==> src/assert_macros.svh <==
// Assertion macros shared by the nearest point filter RTL.
`ifndef ASSERT_MACROS_SVH
`define ASSERT_MACROS_SVH

// Check a property on every clock edge outside reset.
`define NPT_ASSERT(lbl, prop, msg) \
	lbl: assert property (@(posedge clk) disable iff (!arst_n) prop) \
		else $error(msg);

// Check a property on every clock edge, reset included.
`define NPT_ASSERT_ALWAYS(lbl, prop, msg) \
	lbl: assert property (@(posedge clk) prop) \
		else $error(msg);

`endif

==> src/npt_pkg.sv <==
// Package: types, constants and width helpers of the nearest point filter.
`default_nettype none
package npt_pkg;

	localparam int MAX_POINTS_DEF = 1024;
	localparam int COORD_BITS_DEF = 16;

	localparam int IDX_W  = 10;
	localparam int DIST_W = 33;

	localparam logic [DIST_W-1:0] THRESH_RESET = 33'd262144;

	localparam logic REG_THRESH = 1'b0;

	typedef enum logic [1:0] {
		MODE_CLEAR = 2'd0,
		MODE_LOAD  = 2'd1,
		MODE_QUERY = 2'd2
	} mode_t;

	typedef struct packed {
		logic start;
		logic issue;
	} scan_ctl_t;

	function automatic int dist_width(input int coord_bits);
		int sum_w;
		sum_w = 2 * (coord_bits + 1) + 1;
		return (sum_w > 64) ? 64 : sum_w;
	endfunction

endpackage
`default_nettype wire

==> src/npt_scan.sv <==
// Distance pipeline and running minimum tracker for one query scan.
`default_nettype none
module npt_scan
	import npt_pkg::*;
#(
	parameter int COORD_BITS = COORD_BITS_DEF,
	parameter int IDX_BITS   = 10,
	localparam int DW        = dist_width(COORD_BITS)
) (
	input  wire logic                    clk,
	input  wire logic                    arst_n,
	input  wire scan_ctl_t               ctl,
	input  wire logic [IDX_BITS-1:0]     issue_idx,
	input  wire logic [2*COORD_BITS-1:0] rdata,
	input  wire logic [COORD_BITS-1:0]   qx,
	input  wire logic [COORD_BITS-1:0]   qy,
	output logic      [IDX_BITS-1:0]     best_idx,
	output logic      [DW-1:0]           best_d,
	output logic                         busy
);

	localparam int CB    = COORD_BITS;
	localparam int MW    = CB + 1;
	localparam int SQ_W  = 2 * MW;
	localparam int SUM_W = SQ_W + 1;

	logic                v_s1, v_s2, v_s3, v_s4;
	logic [IDX_BITS-1:0] idx_s1, idx_s2, idx_s3, idx_s4;
	logic [MW-1:0]       magx_s2, magy_s2;
	logic [SQ_W-1:0]     sqx_s3, sqy_s3;
	logic [DW-1:0]       d_s4;
	logic                first_q;
	logic [IDX_BITS-1:0] best_idx_q;
	logic [DW-1:0]       best_d_q;

	logic [MW-1:0]    dx, dy, magx, magy;
	logic [SUM_W-1:0] sum;
	logic [DW-1:0]    dsat;

	always_comb begin
		dx = {qx[CB-1], qx} - {rdata[CB-1], rdata[CB-1:0]};
		dy = {qy[CB-1], qy} - {rdata[2*CB-1], rdata[2*CB-1:CB]};
		magx = dx[MW-1] ? (~dx + MW'(1)) : dx;
		magy = dy[MW-1] ? (~dy + MW'(1)) : dy;
		sum = SUM_W'(sqx_s3) + SUM_W'(sqy_s3);
		if (SUM_W > DW && (sum >> DW) != '0)
			dsat = '1;
		else
			dsat = DW'(sum);
	end

	always_ff @(posedge clk or negedge arst_n) begin
		if (!arst_n) begin
			v_s1    <= 1'b0;
			v_s2    <= 1'b0;
			v_s3    <= 1'b0;
			v_s4    <= 1'b0;
			first_q <= 1'b0;
		end else begin
			v_s1 <= ctl.issue;
			v_s2 <= v_s1;
			v_s3 <= v_s2;
			v_s4 <= v_s3;
			if (ctl.start)
				first_q <= 1'b1;
			else if (v_s4)
				first_q <= 1'b0;
		end
	end

	always_ff @(posedge clk) begin
		idx_s1  <= issue_idx;
		idx_s2  <= idx_s1;
		idx_s3  <= idx_s2;
		idx_s4  <= idx_s3;
		magx_s2 <= magx;
		magy_s2 <= magy;
		sqx_s3  <= magx_s2 * magx_s2;
		sqy_s3  <= magy_s2 * magy_s2;
		d_s4    <= dsat;
		if (v_s4 && (first_q || d_s4 < best_d_q)) begin
			best_d_q   <= d_s4;
			best_idx_q <= idx_s4;
		end
	end

	assign best_idx = best_idx_q;
	assign best_d   = best_d_q;
	assign busy     = v_s1 | v_s2 | v_s3 | v_s4;

`include "assert_macros.svh"

	`NPT_ASSERT(a_start_idle, ctl.start |-> !busy, "query started with scan beats in flight")
	`NPT_ASSERT(a_best_falls, v_s4 && !first_q |=> best_d_q <= $past(best_d_q), "minimum rose")

endmodule
`default_nettype wire

==> config.mk <==
export PLATFORM = sky130hd
export DESIGN_NAME = npt_scan
export DESIGN_NICKNAME = d
export VERILOG_FILES = /design/src/npt_pkg.sv /design/src/npt_scan.sv
export VERILOG_INCLUDE_DIRS = /design/src /design/src/src
export SDC_FILE = /design/constraint.sdc
export NUM_CORES = 1
export LEC_CHECK = 0
export ABC_AREA = 1
export BUFFER_PORTS_ARGS = -buffer_cell sky130_fd_sc_hd__buf_2
export CAP_MARGIN = 15
export CORE_UTILIZATION = 40
export DETAILED_ROUTE_END_ITERATION = 8
export GPL_TIMING_DRIVEN = 0
export SYNTH_ARGS = -nofsm -noshare
export SYNTH_HDL_FRONTEND = slang
export SYNTH_SLANG_ARGS = --single-unit
==> constraint.sdc <==
create_clock -name clk -period 7.6 [get_ports clk]
set_input_delay 0.76 -clock clk [delete_from_list [all_inputs] [get_ports clk]]
set_output_delay 0.76 -clock clk [all_outputs]
set_load 0.02 [all_outputs]
==> summary.md, run 1 <==
| Metric | Value |
|---|---|
| Mapped Nets | 4227 |
| Antenna violation net count after detailed routing | 0 |
| Starting density of the core | 0.405 |
| Count of different cell masters after synthesis | slightly above 50 |
| Pins Over Slew Limit | 0 |
| Number of I/O pins | 124 |
| Worst Max-Slew Pin Slew | 0.751 ns |
| Synthesized flop and latch total | 225 |
| DR pass1 iterations | 5 |
| Status | finished, final reports clean |
| Average via count per standard cell | 4.65 |
| Hold-fix buffers at CTS | 1 |
| Cell breakdown of the critical path | clkbuf_1, clkbuf_1, nand2_1, fa_1, inv_1, fa_1, inv_1, fa_1, inv_1, fa_1, fa_1, inv_1, fa_1, inv_1, ha_1, nand2_1, nor3_1, nand4_1, nand3_1, nand2_1, nand3_1, xor2_1 |
| Avg Inst Size Synth | 8.09 um2 |
| CP arrival | just over 7 ns |
| Most frequent cells in the layout | inv_1, nand2_1, fa_1 |
| Clock-pin slew on the worst setup and hold paths | 0.07 ns |
| Total of max-cap violations | 0 |
| Critical Path Source Type | register |
| Synthesis warning total | 0 |
| Post-CTS repair timing setup buffer count | 0 |
| Overall global routing resource usage | 0.188 |
| CTS Sinks | 225 |
| DR DRC count | 0 |
| Clock Root Buffer | clkbuf_16 |
| Die Footprint | a little over 0.07 mm2 |
| Worst Path Required | 8.08 ns |
| Routability Congestion | 0.932 |
| Highest net fanout along the worst path | 10 |
| Number of buffer cells added on primary ports | 123 |
| Final worst-path cycle share | 0.883 |
| Fraction of synthesis flops using an asynchronous set or reset pin | 0.0222 |
| Fill cell count | 6972 |
| Area grow syn2layout | 9.98% |
| Final HPWL DP | 55700 um |
| Diode insertion count for antenna repair | 0 |
| Most common library cell in the layout ignoring fill and taps | inv_1 |
| Die Ht | ~270 um |
| Peak Freq | 149 MHz |
| CP peak stage delay | between 0.6 and 0.7 ns |
| Vias | 21200 |
| Total negative setup slack | 0 ns |
| Latest clock arrival within the worst-skew pair | 0.57 ns |
| PostCTS Resize Cnt | 0 |
| Initial antenna violation count | 1 |
| Clock Skews | 0.0219 ns |
| RSZ-0062 raised after global routing | no |
| X dimension of the die | 266 um |
| Slowest cell on the critical path | fa_1 |
| First DRT Iteration DRCs | 1178 |
| Number of cells produced by synthesis | ~3400 |
| Slew Limit Headroom | 0.499 |
| Layout cell share with drive strength beyond 1 | 0.0713 |
| Type of the tightest min-delay check | in2reg |
| Crit Path Category | reg2reg |
| Final hold vios | 0 |
| Cell mode on critical path | fa_1 |
| Overall overflow remaining after global route | 0 |
| Average routed wire per standard cell | 14.0 um |
| Number of global-route vias before repair | 21500 |
| Clock tree from TritonCTS | built |
| Count of flip-flops with a built-in enable after synthesis | 45 |
| Buffers from clock root to sink, at most | 3 |
| Maximum number of pins on one net before global-route repair | 26 |
| Prevailing post-synth register cell | dfxtp_1 |
| Endpoint class of the critical path | register |
| Fin nets | 4381 |
| Wire length of the first global-routing pass | 107000 um |
| Combined area of all synthesized cells | 0.0279 mm2 |
| Wire length reported by the detailed router | 63900 um |
| Area of the core | just under 0.07 mm2 |
| Clock buffers created by TritonCTS | 26 |
| CTS H-Tree Depth | 1 |
| Number of rows in the core area | 96 |
| Final setup violation count | 0 |
| Sequential element share of the synthesized area | 0.179 |
| Final period demand of the worst path | between 6 and 7 ns |
[per-stage QoR]
step            util  worst slack [ns]  hold WS [ns]  std cells  cell area (um2)
2_1_floorplan      -              2.18         0.310       3444            27900
3_3_place_gp   0.431             0.995         0.310       4498            29700
5_1_grt        0.445             0.472         0.275       4549            30700
3_5_place_dp   0.432             0.955         0.312       4500            29700
4_1_cts        0.445             0.897         0.272       4549            30700
6_report       0.445             0.886         0.298       4549            30700
[worst paths after layout]
path / startpoint / end / slack [ns] / cells past startpoint
min in group asynchronous: arst_n / v_s1 / 0.55 / 2
worst max register to register: magx_s2[7] / sqx_s3[31] / 0.89 / 22
worst min-delay path: issue_idx[6] / idx_s1[6] / 0.30 / 1
worst max-delay path: magx_s2[7] / sqx_s3[31] / 0.89 / 22
max in group asynchronous: arst_n / v_s4 / 6.92 / 2
worst min register to register: idx_s3[6] / idx_s4[6] / 0.32 / 0
[metal layers]
layer,wire [um],track usage
met1,29600,0.255
met2,29500,0.317
met3,3460,0.0279
met4,1420,0.0421
met5,13,0
[worst max-delay path, delay by kind of cell (launching register included)]
| kind | cells | cell delay (ns) |
|---|---|---|
| adder cells (fa/ha/maj) | 7 | 3.45 |
| buffers and inverters | 7 | 1.40 |
| AND/OR/NAND/NOR | 7 | 1.26 |
| flip-flops | 1 | 0.35 |
| XOR/XNOR | 1 | 0.15 |
[cells in the mapped netlist, drive strengths merged (5+ instances only)]
library cell,n,area share
a31oi,11,0.0025
o211ai,10,0.0027
fa,382,0.27
a21oi,155,0.029
nand4,29,0.0065
a21o,14,0.0038
nor2,157,0.022
nand3b,7,0.0019
dfrtp,5,0.0045
clkbuf,72,0.0097
nand3,94,0.020
nand2,770,0.11
o21ai,71,0.013
or2,6,0.0013
o21bai,16,0.0043
edfxtp,45,0.048
inv,921,0.12
a21boi,7,0.0019
ha,323,0.14
nor4,7,0.0016
xor2,80,0.025
dfxtp,175,0.13
xnor2,44,0.015
nor3,21,0.0041
[cells by family (layout without fill, tap and decap cells)]
family,after synthesis,count (layout),synth area share
xor+xnor,124,124,0.0398
simple gates,1098,1098,0.167
fa+ha+maj,705,705,0.419
mux,1,1,0.000404
buf+inv,997,1171,0.135
compound gates,294,294,0.0600
flops,225,225,0.179
[state kept, by name, indices dropped and copies added, names as in the netlist, 10 cells and up]
name and flops:
magx_s2 17, best_idx 10, idx_s2 10, d_s4 35, idx_s1 10, sqx_s3 33, best_d 35, idx_s4 10
idx_s3 10, sqy_s3 33, magy_s2 17
[cell type report]
cell class | instances | area, um2 | area share
buffer | 76 | 317 | 0.0103
clock buffer | 28 | 678 | 0.0221
clock inverter | 20 | 255 | 0.00832
inverter | 921 | 3460 | 0.113
multi-input combinational | 2222 | 19100 | 0.624
sequential | 225 | 4980 | 0.162
tap | 931 | 1160 | 0.0380
timing repair buffer | 126 | 673 | 0.0220
Power of run 1 is not shown: default switching activity piles up to over one toggle a cycle in this logic, so the estimate is an artifact.
==> run 2, diff against run 1 <==
- ABC_AREA: 1 -> unset
==> run 2 against run 1 <==
Net effect:
- worst setup slack got worse by 0.47 ns
- global-route usage fell by 2.1 points
- fmax down 6.6%
- via count decreased by 16%
- sequential share of layout area up 1.5 points
- register-to-register slack got worse by 0.47 ns
- highest routed layer is now met4
- core utilization hardly changed
- routed wire length down 19%
- critical path depth increased by 2
- design area down 8.4%
- hold slack better by 0.0020 ns
- cell count decreased by 19%
==> summary.md, run 2 <==
| Metric | Value |
|---|---|
| Pins Over Slew Limit | 0 (unchanged) |
| CP peak stage delay | 0.57 ns (-0.05 ns) |
| Buffer and inverter count on the worst path | 6 (-1) |
| Top post-synthesis cells by count | inv_1, fa_1, ha_1 |
| Initial antenna violation count | 4 (+3) |
| Most repeated cell in the gate-level netlist after synthesis | inv_1 |
| Fin nets | 3579 (-18%) |
| Count of different cell masters after synthesis | 75 (+47%) |
| Final period demand of the worst path | 7.19 ns (+0.473 ns) |
| Cell mode on critical path | fa_1 |
| Critical Path Source Type | register |
| Total of max-cap violations | 0 (unchanged) |
| Proportion of netlist area held by the largest area contributor | 0.299 (+0.0249) |
| Prevailing post-synth register cell | dfxtp_1 |
| Number of global-route vias before repair | 18500 (-14%) |
| Die Ht | 255 um (-4.2%) |
| Die Footprint | 0.0649 mm2 (-8.3%) |
| Buffers from clock root to sink, at most | 3 (unchanged) |
| Routability Congestion | 0.880 (-5.6%) |
| Number of cells produced by synthesis | 2642 (-23%) |
| DR pass1 iterations | 4 (-1) |
| Slew Limit Headroom | 0.481 (-0.0183) |
| Count of flip-flops with a built-in enable after synthesis | 45 (unchanged) |
| Layout cell share with drive strength beyond 1 | 0.0696 (-0.00173) |
| Number of rows in the core area | 92 (-4.2%) |
| Top area cells in the synthesized netlist | fa_1, ha_1, dfxtp_1 |
| Sequential element share of the synthesized area | 0.195 (+0.0162) |
| Crit Path Category | reg2reg |
| CP arrival | 7.64 ns (+0.44 ns) |
| Final hold vios | 0 (unchanged) |
| Synthesized flop and latch total | 225 (unchanged) |
| Maximum number of pins on one net before global-route repair | 29 (+12%) |
| CTS Sinks | 225 (unchanged) |
| Number of buffer cells added on primary ports | 123 (unchanged) |
| Overall overflow remaining after global route | 0 (unchanged) |
| Category of cells accounting for the largest share of critical-path delay | adder cells |
| Final setup violation count | 0 (unchanged) |
| X dimension of the die | 255 um (-4.2%) |
| Final non-filler cell total | 3664 (-19%) |
| Yosys top cell by area | fa_1 |
| Avg Inst Size Synth | 9.67 um2 (+19%) |
| Area grow syn2layout | 9.94% (about the same) |
| Clock-pin slew on the worst setup and hold paths | 0.06 ns (about the same) |
| First DRT Iteration DRCs | 709 (-40%) |
| Overall global routing resource usage | 0.167 (-0.0210) |
| Starting density of the core | 0.405 (about the same) |
| Antenna violation net count after detailed routing | 0 (unchanged) |
| Summed area of non-filler cells in the final layout | 0.0281 mm2 (-8.4%) |
| Fraction of synthesis flops using an asynchronous set or reset pin | 0.0222 (unchanged) |
| Average via count per standard cell | 4.85 (+4.3%) |
| Register-to-register path setup slack | 0.41 ns (-0.47 ns) |
| Most common library cell in the layout ignoring fill and taps | inv_1 |
| Wire length of the first global-routing pass | 87500 um (-18%) |
| Mapped Nets | 3425 (-19%) |
| Worst Max-Slew Pin Slew | 0.777 ns (+0.0258 ns) |
| Total negative setup slack | 0 ns (unchanged) |
| DR DRC count | 0 (unchanged) |
| Vias | 17800 (-16%) |
| Clock buffers created by TritonCTS | 27 (+3.8%) |
| Clock tree from TritonCTS | built |
| RSZ-0062 raised after global routing | no |
| Final worst-path cycle share | 0.946 (+0.0622) |
| Most frequent cells in the layout | inv_1, fa_1, ha_1 |
| Average routed wire per standard cell | 14.2 um (+0.84%) |
| Worst Path Required | 8.05 ns (-0.03 ns) |
| Final HPWL DP | 44400 um (-20%) |
| Number of I/O pins | 124 (unchanged) |
| Placed cell area | 0.0273 mm2 (-8.3%) |
| Peak Freq | 139 MHz (-6.6%) |
| Type of the tightest min-delay check | in2reg |
| Fill cell count | 6162 (-12%) |
| Endpoint class of the critical path | register |
| Wire length reported by the detailed router | 51900 um (-19%) |
| CTS H-Tree Depth | 1 (unchanged) |
| Synthesis warning total | 0 (unchanged) |
| Slowest cell on the critical path | clkbuf_1 |
| Total placed cells including tap cells | 3612 (-20%) |
| Clock Skews | 0.0161 ns (-0.00579 ns) |
| Status | finished, final reports clean |
| Latest clock arrival within the worst-skew pair | 0.57 ns (about the same) |
| Highest net fanout along the worst path | 10 (unchanged) |
| Area of the core | 0.0631 mm2 (-8.3%) |
| Clock Root Buffer | clkbuf_16 |
| Combined area of all synthesized cells | 0.0256 mm2 (-8.3%) |
| Cell breakdown of the critical path | clkbuf_1, nand2_1, inv_1, fa_1, inv_1, fa_1, fa_1, inv_1, fa_1, fa_1, inv_1, fa_1, inv_1, ha_1, a21o_1, a21o_1, a21oi_1, o21ai_1, a21o_1, a221o_1, and2_1, a2111oi_0, o21bai_1, xor2_1 |
run 2: layout make-up:
type | instances | area [um2] | area share
repair buffers | 125 | 646 | 0.0230
clock inverters | 14 | 110 | 0.00392
diodes | 1 | 2.50 | 0.0000891
clock buffers | 36 | 709 | 0.0253
flip-flops and latches | 225 | 4980 | 0.177
well taps | 846 | 1060 | 0.0377
plain buffers | 50 | 210 | 0.00748
inverters | 639 | 2400 | 0.0854
multi-input cells | 1728 | 18000 | 0.640
run 2: cell families (layout without fill, tap and decap cells):
| family | count (synthesis) | count (layout) | synth area share |
|---|---|---|---|
| other | 0 | 1 | 0 |
| DFF | 225 | 225 | 0.195 |
| xor gates and xnor gates | 155 | 155 | 0.0531 |
| adders and majority gates | 705 | 705 | 0.457 |
| buffers and inverters | 689 | 864 | 0.102 |
| AOI/OAI and AO/OA | 340 | 340 | 0.0897 |
| muxes | 4 | 4 | 0.00171 |
| and+or+nand+nor | 524 | 524 | 0.101 |
run 2: timing repair:
action / in CTS / in global routing
setup buffers: 0 / 0
gates resized for setup: 0 / 6
hold buffers: 1 / 0
hold endpoints to repair: 5 / 0
endpoints found under the setup margin: 0 / 2
run 2: per-stage QoR:
stage | hold slack, ns | worst slack, ns | utilization
after floorplan | 0.310 | 1.41 | -
after global placement | 0.312 | 0.514 | 0.432
after detailed placement | 0.312 | 0.389 | 0.432
after CTS | 0.267 | 0.381 | 0.445
after global routing | 0.268 | 0.00331 | 0.445
final | 0.299 | 0.413 | 0.445
run 2: final timing paths:
check / from / to / cells after the start
max in group asynchronous: arst_n / v_s1 / 2
max: magx_s2[9] / sqx_s3[30] / 24
min reg2reg: idx_s3[5] / idx_s4[5] / 0
max reg2reg: magx_s2[9] / sqx_s3[30] / 24
min: issue_idx[0] / idx_s1[0] / 1
min in group asynchronous: arst_n / first_q / 2
run 2: layer usage:
metal	vias to the layer above	track usage	wire (um)
li1	8544	-	-
met1	8885	0.223	23500
met2	286	0.287	25200
met3	71	0.0225	2160
met4	0	0.0363	1110
met5	-	0	0
Power of run 2 is left out for the same reason.
